File: src/hdl/mssc_pkg.sv
// Shared types, constants and digit helpers for the multiplexed seven-segment clock.
// No dependencies; imported by every module of the block except the checker.
`default_nettype none

package mssc_pkg;

   localparam int DIGIT_COUNT = 4;
   localparam int SCAN_W      = $clog2(DIGIT_COUNT);
   localparam int HOUR_W      = 5;
   localparam int MINUTE_W    = 6;
   localparam int SECOND_W    = 6;
   localparam int PERIOD_W    = 10;
   localparam int DIGIT_W     = 4;
   localparam int SEG_W       = 7;
   localparam int CSR_INDEX_W = 3;
   localparam int CSR_DATA_W  = 10;

   localparam logic [SEG_W-1:0]       SEG_OFF    = '1;
   localparam logic [DIGIT_COUNT-1:0] ENABLE_OFF = '1;

   localparam logic [HOUR_W-1:0]   RESET_HOUR      = 5'd15;
   localparam logic [MINUTE_W-1:0] RESET_MINUTE    = 6'd10;
   localparam logic [SECOND_W-1:0] RESET_SECOND    = 6'd0;
   localparam logic [PERIOD_W-1:0] RESET_SEC_PER   = 10'd100;
   localparam logic [PERIOD_W-1:0] RESET_SCAN_PER  = 10'd50;

   typedef enum logic [CSR_INDEX_W-1:0] {
      REG_START_HOUR    = 3'd0,
      REG_START_MINUTE  = 3'd1,
      REG_START_SECOND  = 3'd2,
      REG_SECOND_PERIOD = 3'd3,
      REG_SCAN_PERIOD   = 3'd4
   } csr_reg_type;

   typedef logic [DIGIT_W-1:0]          digit_type;
   typedef digit_type [DIGIT_COUNT-1:0] digit_row_type;

   typedef struct packed {
      logic                   valid;
      logic [CSR_INDEX_W-1:0] index;
      logic [CSR_DATA_W-1:0]  data;
   } csr_write_type;

   // events already qualified by an accepted tick
   typedef struct packed {
      logic sec_event;
      logic scan_event;
   } tick_event_type;

   typedef struct packed {
      logic [HOUR_W-1:0]   hour;
      logic [MINUTE_W-1:0] minute;
      logic [SECOND_W-1:0] second;
      logic                dot;
   } clock_status_type;

   typedef struct packed {
      logic [DIGIT_COUNT-1:0] enable_n;
      logic [SEG_W-1:0]       segments_n;
   } scan_status_type;

   // tens digit of a 6-bit value (0..63)
   function automatic digit_type tens_of(input logic [5:0] v);
      digit_type t;
      priority if (v >= 6'd60) t = 4'd6;
      else if (v >= 6'd50)     t = 4'd5;
      else if (v >= 6'd40)     t = 4'd4;
      else if (v >= 6'd30)     t = 4'd3;
      else if (v >= 6'd20)     t = 4'd2;
      else if (v >= 6'd10)     t = 4'd1;
      else                     t = 4'd0;
      return t;
   endfunction

   function automatic digit_type units_of(input logic [5:0] v);
      logic [5:0] t;
      logic [5:0] u;
      t = {2'b00, tens_of(v)};
      u = v - 6'(t * 6'd10);
      return u[DIGIT_W-1:0];
   endfunction

   // active-high segments, bit 0 = a; non-decimal codes are blank
   function automatic logic [SEG_W-1:0] segment_pattern(input digit_type d);
      logic [SEG_W-1:0] p;
      unique case (d)
         4'd0:    p = 7'b0111111;
         4'd1:    p = 7'b0000110;
         4'd2:    p = 7'b1011011;
         4'd3:    p = 7'b1001111;
         4'd4:    p = 7'b1100110;
         4'd5:    p = 7'b1101101;
         4'd6:    p = 7'b1111101;
         4'd7:    p = 7'b0000111;
         4'd8:    p = 7'b1111111;
         4'd9:    p = 7'b1101111;
         default: p = '0;
      endcase
      return p;
   endfunction

endpackage

`default_nettype wire

File: src/hdl/multiplexed_seven_segment_clock.sv
// Multiplexed seven-segment 24-hour clock, at most one base tick per transaction (req_tick).
// Path: input register, then result register, which drives rsp_valid; rsp_stall can hold both.
// Throughput: one transaction per cycle unless stalled; all state updates in one combinational pass.
// Reset (synchronous, active high): time 15:10:00, periods 100/50, digits 1,2,3,4,
// all digits and segments off, dot low, both pipeline registers empty.
// Depends on mssc_pkg, mssc_timebase, mssc_time_counter, mssc_scan.
`default_nettype none

module multiplexed_seven_segment_clock (
   input  wire logic                                 clock,
   input  wire logic                                 reset,
   // tick channel
   input  wire logic                                 req_valid,
   output logic                                      req_stall,
   input  wire logic                                 req_tick,
   // result channel
   output logic                                      rsp_valid,
   input  wire logic                                 rsp_stall,
   output logic [mssc_pkg::DIGIT_COUNT-1:0]          rsp_digit_enable_n,
   output logic [mssc_pkg::SEG_W-1:0]                rsp_segments_n,
   output logic                                      rsp_dot_level,
   output logic [mssc_pkg::HOUR_W-1:0]               rsp_clock_hour,
   output logic [mssc_pkg::MINUTE_W-1:0]             rsp_clock_minute,
   output logic [mssc_pkg::SECOND_W-1:0]             rsp_clock_second,
   // configuration write channel
   input  wire logic                                 csr_valid,
   output logic                                      csr_ready,
   input  wire logic [mssc_pkg::CSR_INDEX_W-1:0]     csr_index,
   input  wire logic [mssc_pkg::CSR_DATA_W-1:0]      csr_data
);
   import mssc_pkg::*;

   // input register
   logic in_valid_ff, in_valid_in;
   logic tick_ff;

   // result register
   logic             out_valid_ff, out_valid_in;
   clock_status_type clk_res_ff;
   scan_status_type  scan_res_ff;

   logic             advance;   // input register moves into result register
   logic             step;      // advance of a transaction that carries a tick
   csr_write_type    csr;
   tick_event_type   events;
   clock_status_type clk_status_in;
   scan_status_type  scan_status_in;
   digit_row_type    digits_in;

   // result register frees up when empty or when its transaction is taken
   assign advance   = in_valid_ff && (!out_valid_ff || !rsp_stall);
   assign step      = advance && tick_ff;
   assign req_stall = in_valid_ff && !advance;

   // config only lands while no transaction is waiting in the input register
   assign csr_ready = !in_valid_ff;
   assign csr.valid = csr_valid && csr_ready;
   assign csr.index = csr_index;
   assign csr.data  = csr_data;

   always_comb begin
      in_valid_in = in_valid_ff;
      if (req_valid && !req_stall) begin
         in_valid_in = 1'b1;
      end else if (advance) begin
         in_valid_in = 1'b0;
      end
      out_valid_in = out_valid_ff;
      if (advance) begin
         out_valid_in = 1'b1;
      end else if (!rsp_stall) begin
         out_valid_in = 1'b0;
      end
   end

   always_ff @(posedge clock) begin
      if (reset) begin
         in_valid_ff  <= 1'b0;
         out_valid_ff <= 1'b0;
      end else begin
         in_valid_ff  <= in_valid_in;
         out_valid_ff <= out_valid_in;
      end
   end

   always_ff @(posedge clock) begin
      if (req_valid && !req_stall) begin
         tick_ff <= req_tick;
      end
      if (advance) begin
         clk_res_ff  <= clk_status_in;
         scan_res_ff <= scan_status_in;
      end
   end

   mssc_timebase u_timebase (
      .clock  (clock),
      .reset  (reset),
      .step   (step),
      .csr    (csr),
      .events (events)
   );

   mssc_time_counter u_time_counter (
      .clock     (clock),
      .reset     (reset),
      .sec_event (events.sec_event),
      .csr       (csr),
      .status_in (clk_status_in),
      .digits_in (digits_in)
   );

   // scan reads the refreshed digits, so a same-tick clock update shows at once
   mssc_scan u_scan (
      .clock      (clock),
      .reset      (reset),
      .scan_event (events.scan_event),
      .digits     (digits_in),
      .status_in  (scan_status_in)
   );

   assign rsp_valid          = out_valid_ff;
   assign rsp_digit_enable_n = scan_res_ff.enable_n;
   assign rsp_segments_n     = scan_res_ff.segments_n;
   assign rsp_dot_level      = clk_res_ff.dot;
   assign rsp_clock_hour     = clk_res_ff.hour;
   assign rsp_clock_minute   = clk_res_ff.minute;
   assign rsp_clock_second   = clk_res_ff.second;

endmodule

`default_nettype wire

File: src/hdl/mssc_timebase.sv
// Second and scan countdowns with their period registers.
// Depends on mssc_pkg.
`default_nettype none

module mssc_timebase (
   input  wire logic                   clock,
   input  wire logic                   reset,
   input  wire logic                   step,
   input  wire mssc_pkg::csr_write_type csr,
   output mssc_pkg::tick_event_type    events
);
   import mssc_pkg::*;

   logic [PERIOD_W-1:0] sec_period_ff,  sec_period_in;
   logic [PERIOD_W-1:0] scan_period_ff, scan_period_in;
   logic [PERIOD_W-1:0] sec_count_ff,   sec_count_in;
   logic [PERIOD_W-1:0] scan_count_ff,  scan_count_in;

   // zero period behaves as one
   function automatic logic [PERIOD_W-1:0] eff_period(input logic [PERIOD_W-1:0] p);
      return (p == '0) ? PERIOD_W'(1) : p;
   endfunction

   assign events.sec_event  = step && (sec_count_ff <= PERIOD_W'(1));
   assign events.scan_event = step && (scan_count_ff <= PERIOD_W'(1));

   always_comb begin
      sec_period_in  = sec_period_ff;
      scan_period_in = scan_period_ff;
      sec_count_in   = sec_count_ff;
      scan_count_in  = scan_count_ff;
      if (step) begin
         sec_count_in  = events.sec_event  ? eff_period(sec_period_ff)
                                           : sec_count_ff - PERIOD_W'(1);
         scan_count_in = events.scan_event ? eff_period(scan_period_ff)
                                           : scan_count_ff - PERIOD_W'(1);
      end else if (csr.valid) begin
         unique case (csr.index)
            REG_SECOND_PERIOD: begin
               sec_period_in = csr.data[PERIOD_W-1:0];
               sec_count_in  = eff_period(csr.data[PERIOD_W-1:0]);
            end
            REG_SCAN_PERIOD: begin
               scan_period_in = csr.data[PERIOD_W-1:0];
               scan_count_in  = eff_period(csr.data[PERIOD_W-1:0]);
            end
            default: ;
         endcase
      end
   end

   always_ff @(posedge clock) begin
      if (reset) begin
         sec_period_ff  <= RESET_SEC_PER;
         scan_period_ff <= RESET_SCAN_PER;
         sec_count_ff   <= eff_period(RESET_SEC_PER);
         scan_count_ff  <= eff_period(RESET_SCAN_PER);
      end else begin
         sec_period_ff  <= sec_period_in;
         scan_period_ff <= scan_period_in;
         sec_count_ff   <= sec_count_in;
         scan_count_ff  <= scan_count_in;
      end
   end

endmodule

`default_nettype wire

File: src/hdl/mssc_time_counter.sv
// 24-hour time counter, colon dot and HHMM digit store.
// Depends on mssc_pkg.
`default_nettype none

module mssc_time_counter (
   input  wire logic                    clock,
   input  wire logic                    reset,
   input  wire logic                    sec_event,
   input  wire mssc_pkg::csr_write_type csr,
   output mssc_pkg::clock_status_type   status_in,
   output mssc_pkg::digit_row_type      digits_in
);
   import mssc_pkg::*;

   logic [HOUR_W-1:0]   hour_ff,   hour_in;
   logic [MINUTE_W-1:0] minute_ff, minute_in;
   logic [SECOND_W-1:0] second_ff, second_in;
   logic                dot_ff,    dot_in;
   digit_row_type       digits_ff;

   logic [SECOND_W:0]   s_sum;
   logic [MINUTE_W:0]   m_sum;
   logic [HOUR_W:0]     h_sum;

   always_comb begin
      hour_in   = hour_ff;
      minute_in = minute_ff;
      second_in = second_ff;
      dot_in    = dot_ff;
      digits_in = digits_ff;
      s_sum     = {1'b0, second_ff} + (SECOND_W+1)'(1);
      m_sum     = {1'b0, minute_ff};
      h_sum     = {1'b0, hour_ff};
      if (s_sum >= (SECOND_W+1)'(60)) begin
         s_sum = '0;
         m_sum = m_sum + (MINUTE_W+1)'(1);
      end
      if (m_sum >= (MINUTE_W+1)'(60)) begin
         m_sum = '0;
         h_sum = h_sum + (HOUR_W+1)'(1);
      end
      if (h_sum >= (HOUR_W+1)'(24)) begin
         h_sum = '0;
      end
      if (sec_event) begin
         second_in    = s_sum[SECOND_W-1:0];
         minute_in    = m_sum[MINUTE_W-1:0];
         hour_in      = h_sum[HOUR_W-1:0];
         dot_in       = ~dot_ff;
         digits_in[0] = tens_of({1'b0, h_sum[HOUR_W-1:0]});
         digits_in[1] = units_of({1'b0, h_sum[HOUR_W-1:0]});
         digits_in[2] = tens_of(m_sum[MINUTE_W-1:0]);
         digits_in[3] = units_of(m_sum[MINUTE_W-1:0]);
      end else if (csr.valid) begin
         unique case (csr.index)
            REG_START_HOUR:   hour_in   = csr.data[HOUR_W-1:0];
            REG_START_MINUTE: minute_in = csr.data[MINUTE_W-1:0];
            REG_START_SECOND: second_in = csr.data[SECOND_W-1:0];
            default: ;
         endcase
      end
   end

   assign status_in.hour   = hour_in;
   assign status_in.minute = minute_in;
   assign status_in.second = second_in;
   assign status_in.dot    = dot_in;

   always_ff @(posedge clock) begin
      if (reset) begin
         hour_ff      <= RESET_HOUR;
         minute_ff    <= RESET_MINUTE;
         second_ff    <= RESET_SECOND;
         dot_ff       <= 1'b0;
         digits_ff[0] <= 4'd1;
         digits_ff[1] <= 4'd2;
         digits_ff[2] <= 4'd3;
         digits_ff[3] <= 4'd4;
      end else begin
         hour_ff   <= hour_in;
         minute_ff <= minute_in;
         second_ff <= second_in;
         dot_ff    <= dot_in;
         digits_ff <= digits_in;
      end
   end

endmodule

`default_nettype wire

File: src/hdl/mssc_scan.sv
// Digit scan: position counter, enable and segment latches.
// Depends on mssc_pkg.
`default_nettype none

module mssc_scan (
   input  wire logic                    clock,
   input  wire logic                    reset,
   input  wire logic                    scan_event,
   input  wire mssc_pkg::digit_row_type digits,
   output mssc_pkg::scan_status_type    status_in
);
   import mssc_pkg::*;

   logic [SCAN_W-1:0]      pos_ff,      pos_in;
   logic [DIGIT_COUNT-1:0] enable_n_ff, enable_n_in;
   logic [SEG_W-1:0]       seg_n_ff,    seg_n_in;
   logic [DIGIT_COUNT-1:0] onehot;

   always_comb begin
      pos_in      = pos_ff;
      enable_n_in = enable_n_ff;
      seg_n_in    = seg_n_ff;
      onehot      = '0;
      onehot[pos_ff] = 1'b1;
      if (scan_event) begin
         enable_n_in = ~onehot;
         seg_n_in    = ~segment_pattern(digits[pos_ff]);
         pos_in      = (pos_ff == SCAN_W'(DIGIT_COUNT - 1)) ? '0 : pos_ff + SCAN_W'(1);
      end
   end

   assign status_in.enable_n   = enable_n_in;
   assign status_in.segments_n = seg_n_in;

   always_ff @(posedge clock) begin
      if (reset) begin
         pos_ff      <= '0;
         enable_n_ff <= ENABLE_OFF;
         seg_n_ff    <= SEG_OFF;
      end else begin
         pos_ff      <= pos_in;
         enable_n_ff <= enable_n_in;
         seg_n_ff    <= seg_n_in;
      end
   end

endmodule

`default_nettype wire

File: config.mk
export PLATFORM = sky130hd
export DESIGN_NAME = multiplexed_seven_segment_clock
export DESIGN_NICKNAME = d
export VERILOG_FILES = /design/src/hdl/mssc_pkg.sv /design/src/hdl/multiplexed_seven_segment_clock.sv /design/src/hdl/mssc_timebase.sv /design/src/hdl/mssc_time_counter.sv /design/src/hdl/mssc_scan.sv
export SDC_FILE = /design/constraint.sdc
export NUM_CORES = 1
export LEC_CHECK = 0
export BUFFER_PORTS_ARGS = -buffer_cell sky130_fd_sc_hd__buf_2
export CAP_MARGIN = 20
export CORE_UTILIZATION = 30
export DETAILED_ROUTE_END_ITERATION = 16
export SLEW_MARGIN = 20
export SYNTH_ARGS = -nofsm -noshare
export SYNTH_HDL_FRONTEND = slang
export SYNTH_HIERARCHICAL = 1
export SYNTH_SLANG_ARGS = --single-unit
File: constraint.sdc
create_clock -name clock -period 4.5 [get_ports clock]
set_input_delay 0.45 -clock clock [delete_from_list [all_inputs] [get_ports clock]]
set_output_delay 0.45 -clock clock [all_outputs]
set_load 0.02 [all_outputs]
==> results.md, run 1 <==
- Status: complete, but fails checks
- Failing checks: setup timing
- Post-synthesis cell area: a little under 0.007 mm2
- Worst EP arrival: 4.66 ns
- Starting Density: 0.310
- Mapped Nets: about 800
- Most frequent cell after synthesis: dfxtp_1
- Top_reg_cell synth: dfxtp_1
- Share of layout cells above drive strength 1: 0.273
- CP top delay family: compound AO/OA/AOI/OAI gates
- Drt drc: 0
- Die area: 0.0235 mm2
- Rel. slew slack: 0.310
- Root Buffer Master: clkbuf_16
- Placeable Area: approximately 0.022 mm2
- Pin count of the biggest net entering global routing: 41
- Seq. cell area: roughly 0.0027 mm2
- Clock sink total: 119
- Final WS setup: -0.0125 ns
- Synth warn: 6
- Largest family of logic cells by synthesized area: simple AND/OR/NAND/NOR gates
- Die Height: 153 um
- Max-slew violations: 0
- Area of the multi-input gates: 0.00410 mm2
- Fill cell count: about 2200
- Area share of the leading cell type in the synthesized netlist: 0.260
- Worst Path Buf+Inv: 1
- Adder-cell area share of the yosys netlist: 0.0387
- Register area share after synthesis: 0.391
- Post-route ant nets: 0
- Gr ovfl total: 0
- Syn_area_per_cell: 9.03 um2
- Vias: approximately 6000
- Crit Path Max Fanout: 6
- Mapped Cells: 759
- Global Route Usage Sum: 0.164
- Final worst-path cycle share: 1.00
- Ys async rst share: 0
- Startpoint types: register
- Final hold vios: 0
- Post-synth EDFFs: 30
- Post-placement setup slack: -0.120 ns
- Setup Total Neg Slack: -0.0125 ns
- Synth unique cells: 95
- Nets: slightly below 900
- Leading cell types by count after synthesis: dfxtp_1 (89), nand2_1 (88), o21ai_0 (47), nor2_1 (43), inv_1 (40)
- Post-Synth XOR/XNOR Area: 0.0239
- Tmin final: 4.51 ns
- Compound-Gate Fraction of Synth Area: 0.196
- Drt initial violations: between 300 and 400
- CP Capture Type: register
- Post-Synth Simple-Gate Area: 0.228
- Final setup vio count: 1
- CTS tree: done
- WP data required: around 4.7 ns
- Worst-Skew Late Latency: between 0.4 and 0.5 ns
- Slowest cell on the critical path: mux4_2
- Pre-Repair DR Iteration Count: 5
- Area Growth Syn to Fin: 26.1%
- Max Fclk: between 200 and 250 MHz
- CTS clock-pin slew for the worst setup and hold paths: 0.06 ns
- H-tree depth: 4
- First-pass GRT wire length: slightly above 30 mm
- MaxCap Viol Count: 0
- CTS buffer count: 17
- Worst Skew: 0.0101 ns
- Critical path class: reg2reg
- P_leak: about 3.3 nW
- Vias in the first global route: about 5800
- Port Buf Inserts: 50
- Total power: between 2 and 3 mW
- Hold WC Path Type: in2reg
- Power density over the cells: approximately 320 mW/mm2
- Hold Buf Count CTS: 0
- Initial antenna violation count: 0
- Routed wire length: roughly 19 mm
- Top Ports: slightly above 50
- Portion of netlist area occupied by mux cells: 0.0745
- Detailed Place HPWL: 13.0 mm
- Synth top area cells: dfxtp_1 (26%), edfxtp_1 (13%), nand2_1 (4.8%), mux2i_1 (4.4%), o21ai_0 (3.4%)
- GP Congestion: approximately 0.86
- Diode count: 0
- Critical Path Max Stage Delay: between 0.5 and 0.6 ns
- Unrepaired setup endpoints after global routing: yes
- Cell chain of the critical path: ha_4 > or2b_1 > a21oi_4 > buf_6 > o221ai_4 > xor2_2 > o31ai_4 > a21boi_2 > o211ai_1 > a31oi_1 > ha_2 > fa_2 > nand2_1 > or3_4 > nand3_2 > mux4_2 > mux2_4 > o221ai_2 > o21ai_1
- Dominant cell type by area after synthesis: dfxtp_1
- Flops & latches, synth: 119
- Width of the die: 153 um
- # rows: 54
- Routed len/inst: 16.4 um
- Least-Margin Pin Slew: 1.03 ns
- Maximum VDD drop: 236 uV
- Routed vias/inst: roughly 5.2
- CTS Buffer Depth: 2
## final cells by class
type | instances | share of cell area
Multi-Input combinational cell | 562 | 0.474
Sequential cell | 119 | 0.311
Timing Repair Buffer | 114 | 0.0858
Clock buffer | 20 | 0.0541
Tap cell | 280 | 0.0405
Inverter | 40 | 0.0174
Clock inverter | 12 | 0.0172
## routing by layer
| metal | up-vias | global-route usage | wire length, um |
|---|---|---|---|
| li1 | 2932 | - | - |
| met1 | 2914 | 0.206 | 8580 |
| met2 | 133 | 0.275 | 9150 |
| met3 | 29 | 0.0340 | 780 |
| met4 | 0 | 0.0654 | 350 |
| met5 | - | 0 | 0 |
## cells by family after synthesis
| logic type | Yosys count |
|---|---|
| DFF | 119 |
| and+or+nand+nor | 296 |
| adders and majority gates | 20 |
| AOI/OAI and AO/OA | 186 |
| buffers and inverters | 78 |
| muxes | 43 |
| xor gates and xnor gates | 17 |
## what timing repair did
action / 4_1_cts / 5_1_grt
gates resized for setup: 21 / 32
endpoints found under the setup margin: 7 / 13
buffers inserted: 10 / 4
pin swaps: 12 / 18
## power by group
| part | leakage (nW) | switching [mW] | internal (mW) | total, mW |
|---|---|---|---|---|
| Combinational | 2.06 | 0.128 | 0.0797 | 0.208 |
| Sequential | 0.967 | 0.0237 | 1.12 | 1.14 |
| Clock | 0.293 | 0.506 | 0.914 | 1.42 |
## cells in the final DEF, fill, tap and decap left out, types with 8 or more instances in the layout
| cell type | netlist | routed |
|---|---|---|
| nand2_1 | 88 | 86 |
| dfxtp_1 | 89 | 84 |
| buf_4 | 1 | 61 |
| buf_2 | 1 | 50 |
| o21ai_0 | 47 | 43 |
| inv_1 | 40 | 40 |
| nor2_1 | 43 | 38 |
| a21oi_1 | 37 | 34 |
| edfxtp_1 | 30 | 30 |
| mux2i_1 | 30 | 30 |
| and2_1 | 23 | 22 |
| nand2b_1 | 22 | 21 |
| nand3_1 | 22 | 20 |
| clkbuf_16 | 0 | 18 |
| ha_1 | 18 | 15 |
| a211oi_1 | 13 | 12 |
| nor2b_1 | 11 | 11 |
| or2_2 | 10 | 10 |
| nor3_1 | 13 | 10 |
| nor4_1 | 11 | 10 |
| xor2_1 | 11 | 8 |
| a31oi_1 | 8 | 8 |
| o211ai_1 | 8 | 8 |
## stage by stage
step	cells	hold slack [ns]	cell area, um2	utilization
finish	1147	0.264	8650	0.391
detailed placement	1101	0.459	7700	0.349
global route	1147	0.249	8650	0.391
floorplan	759	0.436	6900	-
CTS	1143	0.260	8470	0.384
global placement	1101	0.445	7700	0.349
## sequential cells by signal, indices dropped and copies added, names as in the netlist, 6 cells and up
register / count
rsp_clock_second: 6
u_timebase/scan_period_ff: 10
u_timebase/scan_count_ff: 10
u_time_counter/second_ff: 6
u_time_counter/minute_ff: 6
rsp_clock_minute: 6
u_timebase/sec_period_ff: 10
rsp_segments_n: 7
u_scan/seg_n_ff: 7
u_time_counter/digits_ff: 16
u_timebase/sec_count_ff: 10
## path summary, 6_finish.rpt
path / startpoint / end / slack [ns] / depth (start not counted)
min reg2reg: u_timebase/sec_period_ff[0]$_SDFFE_PP0P_ / u_timebase/sec_period_ff[0]$_SDFFE_PP0P_ / 0.47 / 2
max reg2reg: u_time_counter/second_ff[1]$_SDFF_PP0_ / rsp_segments_n[5]$_DFFE_PP_ / -0.01 / 19
max: u_time_counter/second_ff[1]$_SDFF_PP0_ / rsp_segments_n[5]$_DFFE_PP_ / -0.01 / 19
min: req_tick / tick_ff$_DFFE_PP_ / 0.26 / 1
No activity file was read; power rests on OpenSTA's default activity.
==> run 2: changes to the inputs <==
--- a/config.mk
+++ b/config.mk
@@ -5,8 +5,10 @@
 export SDC_FILE = /design/constraint.sdc
 export NUM_CORES = 1
 export LEC_CHECK = 0
+export ABC_AREA = 1
 export BUFFER_PORTS_ARGS = -buffer_cell sky130_fd_sc_hd__buf_2
 export CAP_MARGIN = 20
+export CORE_MARGIN = 8
 export CORE_UTILIZATION = 30
 export DETAILED_ROUTE_END_ITERATION = 16
 export SLEW_MARGIN = 20
==> run 2 against run 1 <==
The flow now finishes without violations. Synthesized cell count is 19% higher. Via count is 0.15% higher. Die area is 15% higher. Combinational power is 5% higher. Clock skew hardly changed. Final cell count is 9.5% higher. Register-to-register slack better by 0.23 ns. Worst hold slack worse by 0.012 ns. Final area is 7.6% lower. Sequential cell count stayed put. Highest routed layer is now met5.
==> results.md, run 2 <==
- Mapped Cells: ~900
- Setup Total Neg Slack: 0 ns
- CTS Buffer Depth: 2
- Drt initial violations: 385
- Mapped Nets: 943
- Synth unique cells: 43
- Tmin final: roughly 4.3 ns
- Root Buffer Master: clkbuf_16
- Pre-Repair DR Iteration Count: 5
- Worst EP arrival: 4.45 ns
- Die Height: roughly 160 um
- Critical Path Max Stage Delay: ~0.53 ns
- Crit Path Max Fanout: 8
- Power density over the cells: between 300 and 400 mW/mm2
- CP Capture Type: register
- Final worst-path cycle share: 0.952
- Max Fclk: roughly 230 MHz
- Most common cell after layout, fill and taps aside: nand2_1
- Routed len/inst: approximately 14 um
- DP Area: around 0.0071 mm2
- Rel. slew slack: 0.419
- Fill cell count: 2300
- Initial antenna violation count: 1
- Critical path class: reg2reg
- First-pass GRT wire length: about 28 mm
- Startpoint types: register
- Die area: about 0.027 mm2
- Post-placement setup slack: around 0.060 ns
- Cell mode on critical path: nand2_4
- Most frequent cells in the layout: nand2_1 (204), inv_1 (122), dfxtp_1 (86), o21ai_0 (71), nor2_1 (70)
- Routed wire length: 17.7 mm
- Post-synth EDFFs: 30
- P_leak: 3.58 nW
- Final WS setup: approximately 0.22 ns
- Final hold vios: 0
- Hold WC Path Type: in2reg
- Area Growth Syn to Fin: 20.7%
- WP data required: about 4.7 ns
- Slowest cell on the critical path: fa_2
- Detailed Place HPWL: 12.3 mm
- Routed vias/inst: roughly 4.8
- Routed wl met3: around 1.1 mm
- Synth warn: 6
- CTS tree: done
- Placeable Area: about 0.022 mm2
- Worst-Skew Late Latency: 0.42 ns
- Vias in the first global route: 5691
- Status: completed
- Reg with most FFs: u_time_counter/digits_ff
- Pin count of the biggest net entering global routing: between 40 and 50
- Width of the die: ~160 um
- Most frequent cell after synthesis: nand2_1
- Final setup vio count: 0
- Area of the multi-input gates: 0.00344 mm2
- Share of layout cells above drive strength 1: 0.186
- Max reg flops: 16
- CTS buffer count: 17
- Top Metal Used: met5
- Syn_area_per_cell: 7.32 um2
- Clock sink total: approximately 120
- Post-route ant nets: 0
- # rows: 54
- Post-synthesis cell area: approximately 0.0066 mm2
- Seq. cell area: around 0.0027 mm2
- Nets: 1001
- Gr ovfl total: 0
- Starting Density: 0.304
- Worst Skew: about 0.010 ns
- Max-slew violations: 0
- Area share of the leading cell type in the synthesized netlist: 0.269
- Port Buf Inserts: 50
- Met2 routed WL: 8.48 mm
- Leading cell types by count after synthesis: nand2_1 (208), inv_1 (125), dfxtp_1 (89), nor2_1 (73), o21ai_0 (72)
- Top Ports: between 50 and 60
- GP Congestion: 0.899
- Global Route Usage Sum: 0.131
- Drt drc: 0
- Final Cell Area: 0.00799 mm2
- MaxCap Viol Count: 0
- Least-Margin Pin Slew: roughly 0.87 ns
- CTS clock-pin slew for the worst setup and hold paths: 0.06 ns
- Vias: ~6000
- Top_reg_cell synth: dfxtp_1
- Maximum VDD drop: ~220 uV
- H-tree depth: 4
- Flops & latches, synth: around 120
- Register area share after synthesis: 0.405
- Ys async rst share: 0
- Synth top area cells: dfxtp_1 (27%), edfxtp_1 (14%), nand2_1 (12%), inv_1 (7.1%), o21ai_0 (5.4%)
- Met1 WL: 7.85 mm
- Dominant cell type by area after synthesis: dfxtp_1
## run 2: routing by layer
layer / up-vias / GRT usage
li1: 3042 / -
met1: 2789 / 0.160
met2: 164 / 0.217
met3: 20 / 0.0374
met4: 2 / 0.0459
met5: - / 0
## run 2: repair_timing
item	CTS	global route
hold buffers	0	0
endpoints found under the setup margin	0	14
endpoints found under the hold margin	0	0
gates resized for setup	0	39
buffers inserted	0	9
## run 2: final cells by class
cell class                 instances  share of cell area
multi-input combinational        627               0.430
clock inverter                    11              0.0254
tap                              280              0.0439
clock buffer                      21              0.0551
timing repair buffer              65              0.0454
sequential                       119               0.337
antenna                            1            0.000313
inverter                         132              0.0627
## run 2: through the flow
| step | utilization | cells | total power, mW | hold slack [ns] |
|---|---|---|---|---|
| 2_1_floorplan | - | 904 | 1.31 | 0.416 |
| 3_3_place_gp | 0.327 | 1213 | 1.38 | 0.428 |
| 3_5_place_dp | 0.327 | 1213 | 1.38 | 0.430 |
| 4_1_cts | 0.357 | 1245 | 2.89 | 0.233 |
| 5_1_grt | 0.367 | 1255 | 2.97 | 0.228 |
| 6_report | 0.367 | 1256 | 2.87 | 0.252 |
## run 2: logic make-up (layout without fill, tap and decap cells)
| group | Yosys count | count (layout) | synth area share |
|---|---|---|---|
| simple gates | 426 | 427 | 0.296 |
| other cells | 0 | 1 | 0 |
| buf+inv | 159 | 229 | 0.0974 |
| flops | 119 | 119 | 0.405 |
| compound gates | 165 | 165 | 0.141 |
| fa+ha+maj | 20 | 20 | 0.0401 |
| xor+xnor | 15 | 15 | 0.0199 |
## run 2: final timing paths
kind | cells after the start | slack, ns | to | startpoint
worst min register to register | 2 | 0.44 | u_time_counter/digits_ff[3]$_SDFF_PP0_ | u_time_counter/digits_ff[3]$_SDFF_PP0_
worst max-delay path | 32 | 0.22 | rsp_segments_n[5]$_DFFE_PP_ | u_time_counter/second_ff[0]$_SDFF_PP0_
worst max register to register | 32 | 0.22 | rsp_segments_n[5]$_DFFE_PP_ | u_time_counter/second_ff[0]$_SDFF_PP0_
worst min-delay path | 1 | 0.25 | tick_ff$_DFFE_PP_ | req_tick
## run 2: critical path, delay by kind of cell (launching register included)
kind	cells	cell delay, ns
buffers and inverters	4	0.20
adders and majority gates	3	0.87
and+or+nand+nor	23	2.33
AOI/OAI and AO/OA	2	0.29
DFF	1	0.37
## run 2: where the power goes
group          switching (mW)  internal [mW]
logic                   0.148         0.0699
clock network           0.475           1.03
registers              0.0227           1.13
==> run 3: changes to the inputs <==
--- a/config.mk
+++ b/config.mk
@@ -5,14 +5,13 @@
 export SDC_FILE = /design/constraint.sdc
 export NUM_CORES = 1
 export LEC_CHECK = 0
-export ABC_AREA = 1
 export BUFFER_PORTS_ARGS = -buffer_cell sky130_fd_sc_hd__buf_2
 export CAP_MARGIN = 20
 export CORE_MARGIN = 8
 export CORE_UTILIZATION = 30
 export DETAILED_ROUTE_END_ITERATION = 16
+export GPL_TIMING_DRIVEN = 0
 export SLEW_MARGIN = 20
 export SYNTH_ARGS = -nofsm -noshare
 export SYNTH_HDL_FRONTEND = slang
-export SYNTH_HIERARCHICAL = 1
 export SYNTH_SLANG_ARGS = --single-unit
==> run 3 against run 2 <==
The flow now finishes with violations (setup timing). Utilization rose by 2.4 points. Sequential power barely moved. Worst hold slack got worse by 0.061 ns. Sequential share of layout area fell by 3.1 points. Synthesized area rose by 4.1%. Critical path type unchanged. Critical endpoint unchanged. Highest routed layer is now met4.
==> results.md, run 3 <==
- Adder-cell area share of the yosys netlist: 0.0385
- Starting Density: 0.305
- Final worst-path cycle share: 1.01
- Hold Crit Depth: 1
- Tmin final: approximately 4.5 ns
- Final setup vio count: 2
- Root Buffer Master: clkbuf_16
- Flops & latches, synth: approximately 120
- Worst EP arrival: roughly 4.8 ns
- Status: complete, but fails checks
- Register area share after synthesis: 0.389
- Most common cell after layout, fill and taps aside: nand2_1
- Max Fclk: between 200 and 250 MHz
- Critical path class: reg2reg
- Drt initial violations: about 600
- Mapped Nets: between 800 and 900
- Synth top area cells: dfxtp_1 (26%), edfxtp_1 (13%), nand2_1 (7.1%), a21oi_1 (4.8%), nor2_1 (3.7%)
- Gr ovfl total: 0
- CTS clock-pin slew for the worst setup and hold paths: around 0.060 ns
- Critical Path Max Stage Delay: about 0.49 ns
- P_leak: around 3.3 nW
- Hold WC Path Type: in2reg
- Routed len/inst: around 18 um
- CTS Buffer Depth: 2
- Max-slew violations: 0
- Die Height: around 170 um
- GP Congestion: around 0.94
- Global Route Usage Sum: 0.155
- Leading cell types by count after synthesis: nand2_1 (130), dfxtp_1 (89), nor2_1 (68), a21oi_1 (66), clkbuf_1 (39)
- Total power: 2.74 mW
- Fill cell count: approximately 2300
- CP top delay family: simple AND/OR/NAND/NOR gates
- Seq. cell area: roughly 0.0027 mm2
- Most frequent cell after synthesis: nand2_1
- Dominant cell type by area after synthesis: dfxtp_1
- Routed vias/inst: 5.52
- Drt drc: 0
- Cell chain of the critical path: buf_6 > and3b_2 > o21a_4 > o21ai_4 > nand2_4 > mux2i_4 > or4_4 > nand4_4 > ha_4 > inv_2 > fa_1 > nand2_1 > nand2_1 > mux4_2 > a31oi_4 > buf_6 > mux2i_2 > nor3_2 > o31ai_1
- Least-Margin Pin Slew: about 0.84 ns
- Slowest cell on the critical path: mux4_2
- Placeable Area: between 0.02 and 0.025 mm2
- Portion of netlist area occupied by mux cells: 0.0381
- MaxCap Viol Count: 0
- Share of layout cells above drive strength 1: 0.244
- Detailed Place HPWL: 15.7 mm
- Endpoint of the worst register-to-register path: rsp_segments_n[5]$_DFFE_PP_
- Area of the multi-input gates: approximately 0.0044 mm2
- Worst-Skew Late Latency: approximately 0.43 ns
- Most frequent cells in the layout: nand2_1 (127), dfxtp_1 (83), nor2_1 (66), a21oi_1 (60), buf_2 (51)
- H-tree depth: 4
- Post-route ant nets: 0
- Hold-critical path endpoint: tick_ff$_DFFE_PP_
- Worst Skew: around 0.0099 ns
- Worst Path Buf+Inv: 3
- Ys async rst share: 0
- Flop2flop setup slack: -0.03 ns
- Top Ports: 51
- Syn_area_per_cell: 8.32 um2
- Area share of the leading cell type in the synthesized netlist: 0.259
- Area Growth Syn to Fin: 28.0%
- Routed wire length: 22.6 mm
- CP Capture Type: register
- Port Buf Inserts: a little under 50
- Startpoint types: register
- Top_reg_cell synth: dfxtp_1
- Width of the die: ~170 um
- Vias in the first global route: approximately 6300
- Die area: around 0.028 mm2
- Placed cell count: ~1200
- Compound-Gate Fraction of Synth Area: 0.210
- WP data required: 4.75 ns
- Reg with most FFs: u_time_counter.digits_ff
- Failing checks: setup timing
- Worst reg2reg path startpoint: u_time_counter.second_ff[0]$_SDFF_PP0_
- Rel. slew slack: 0.438
- Post-synth EDFFs: 30
- Crit Path Max Fanout: 8
- Synth unique cells: slightly above 80
- Largest family of logic cells by synthesized area: simple AND/OR/NAND/NOR gates
- CTS tree: done
- Final hold vios: 0
- Pin count of the biggest net entering global routing: 18
- First-pass GRT wire length: roughly 35 mm
- Power density over the cells: 310 mW/mm2
- CTS buffer count: 17
- Layout Cells excl Fill: approximately 1200
- Post-placement setup slack: -0.680 ns
- Nets: roughly 970
- Clock sink total: around 120
- Max reg flops: 16
- Hold Buf Count CTS: 0
- DP Area: approximately 0.0075 mm2
- Final Cell Area: 0.00882 mm2
- Final WS setup: -0.0347 ns
- Diode count: 0
- Pre-Repair DR Iteration Count: 6
- Post-synthesis cell area: between 0.006 and 0.007 mm2
- Hold Path Origin: req_tick
- Unrepaired setup endpoints after global routing: yes
- Mapped Cells: 828
- R2R depth: 19
- # rows: 55
- Post-Synth Simple-Gate Area: 0.260
- Maximum VDD drop: approximately 280 uV
- Fin Hold WS: about 0.19 ns
- Vias: just under 7000
- Post-Synth XOR/XNOR Area: 0.0252
- Synth warn: 0
- Initial antenna violation count: 0
-- run 3: changes by cell type after synthesis, moves of 13 or more --
cell / before / now
a21oi_1: 52 / 66
o31ai_1: 0 / 16
nand2_1: 208 / 130
nor2b_1: 0 / 20
o21ai_0: 72 / 32
nor3_1: 10 / 24
inv_1: 125 / 22
mux2i_1: 0 / 18
nand2_2: 17 / 1
clkbuf_1: 17 / 39
nor4_1: 1 / 14
nand3_1: 64 / 17
-- run 3: through the flow --
| step | util | TNS, ns |
|---|---|---|
| 3_5_place_dp | 0.334 | -7.27 |
| 6_report | 0.391 | -0.0410 |
| 3_3_place_gp | 0.332 | -8.05 |
| 2_1_floorplan | - | 0 |
| 4_1_cts | 0.373 | 0 |
| 5_1_grt | 0.391 | -1.47 |
-- run 3: worst max path at each step --
stage | from | to | slack [ns] | cells past startpoint
after floorplan | u_time_counter.second_ff[0]$_SDFF_PP0_ | rsp_segments_n[0]$_DFFE_PP_ | 0.05 | 17
after detailed placement | u_time_counter.minute_ff[0]$_SDFF_PP0_ | rsp_segments_n[3]$_DFFE_PP_ | -0.68 | 17
after global placement | u_time_counter.second_ff[0]$_SDFF_PP0_ | rsp_segments_n[3]$_DFFE_PP_ | -0.74 | 19
after CTS | u_time_counter.second_ff[0]$_SDFF_PP0_ | rsp_segments_n[3]$_DFFE_PP_ | 0.007 | 20
final | u_time_counter.second_ff[0]$_SDFF_PP0_ | rsp_segments_n[5]$_DFFE_PP_ | -0.03 | 19
after global routing | u_time_counter.second_ff[0]$_SDFF_PP0_ | rsp_segments_n[0]$_DFFE_PP_ | -0.22 | 21
-- run 3: power breakdown --
group / internal (mW) / switching, mW / total [mW] / leakage, nW
Combinational: 0.0783 / 0.141 / 0.219 / 2.07
Clock: 0.850 / 0.524 / 1.37 / 0.285
Sequential: 1.12 / 0.0239 / 1.14 / 0.965
Total: 2.05 / 0.688 / 2.74 / 3.32
-- run 3: logic make-up (layout without fill, tap and decap cells) --
group,Yosys count,in the layout
AOI/OAI and AO/OA,217,217
xor gates and xnor gates,19,19
adders and majority gates,20,20
muxes,23,23
DFF,119,119
and+or+nand+nor,361,361
buffers and inverters,69,181
-- run 3: cell type report --
| cell class | instances | area share |
|---|---|---|
| clock buffers | 22 | 0.0528 |
| multi-input cells | 640 | 0.493 |
| repair buffers | 82 | 0.0616 |
| plain buffers | 45 | 0.0233 |
| well taps | 285 | 0.0404 |
| inverters | 22 | 0.00936 |
| flip-flops and latches | 119 | 0.306 |
| clock inverters | 10 | 0.0131 |
-- run 3: repair_timing --
item	4_1_cts	5_1_grt
cloned	0	1
buffers inserted	12	19
setup endpoints to repair	14	14
gates resized for setup	45	66
pin swaps	9	25
endpoints found under the hold margin	0	0
-- run 3: routing by layer --
| layer | track usage | vias to the layer above | part of all wire |
|---|---|---|---|
| met5 | 0 | - | 0 |
| met4 | 0.0683 | 0 | 0.028 |
| met3 | 0.0299 | 50 | 0.077 |
| met2 | 0.233 | 316 | 0.44 |
| met1 | 0.212 | 3186 | 0.46 |
| li1 | - | 3211 | - |
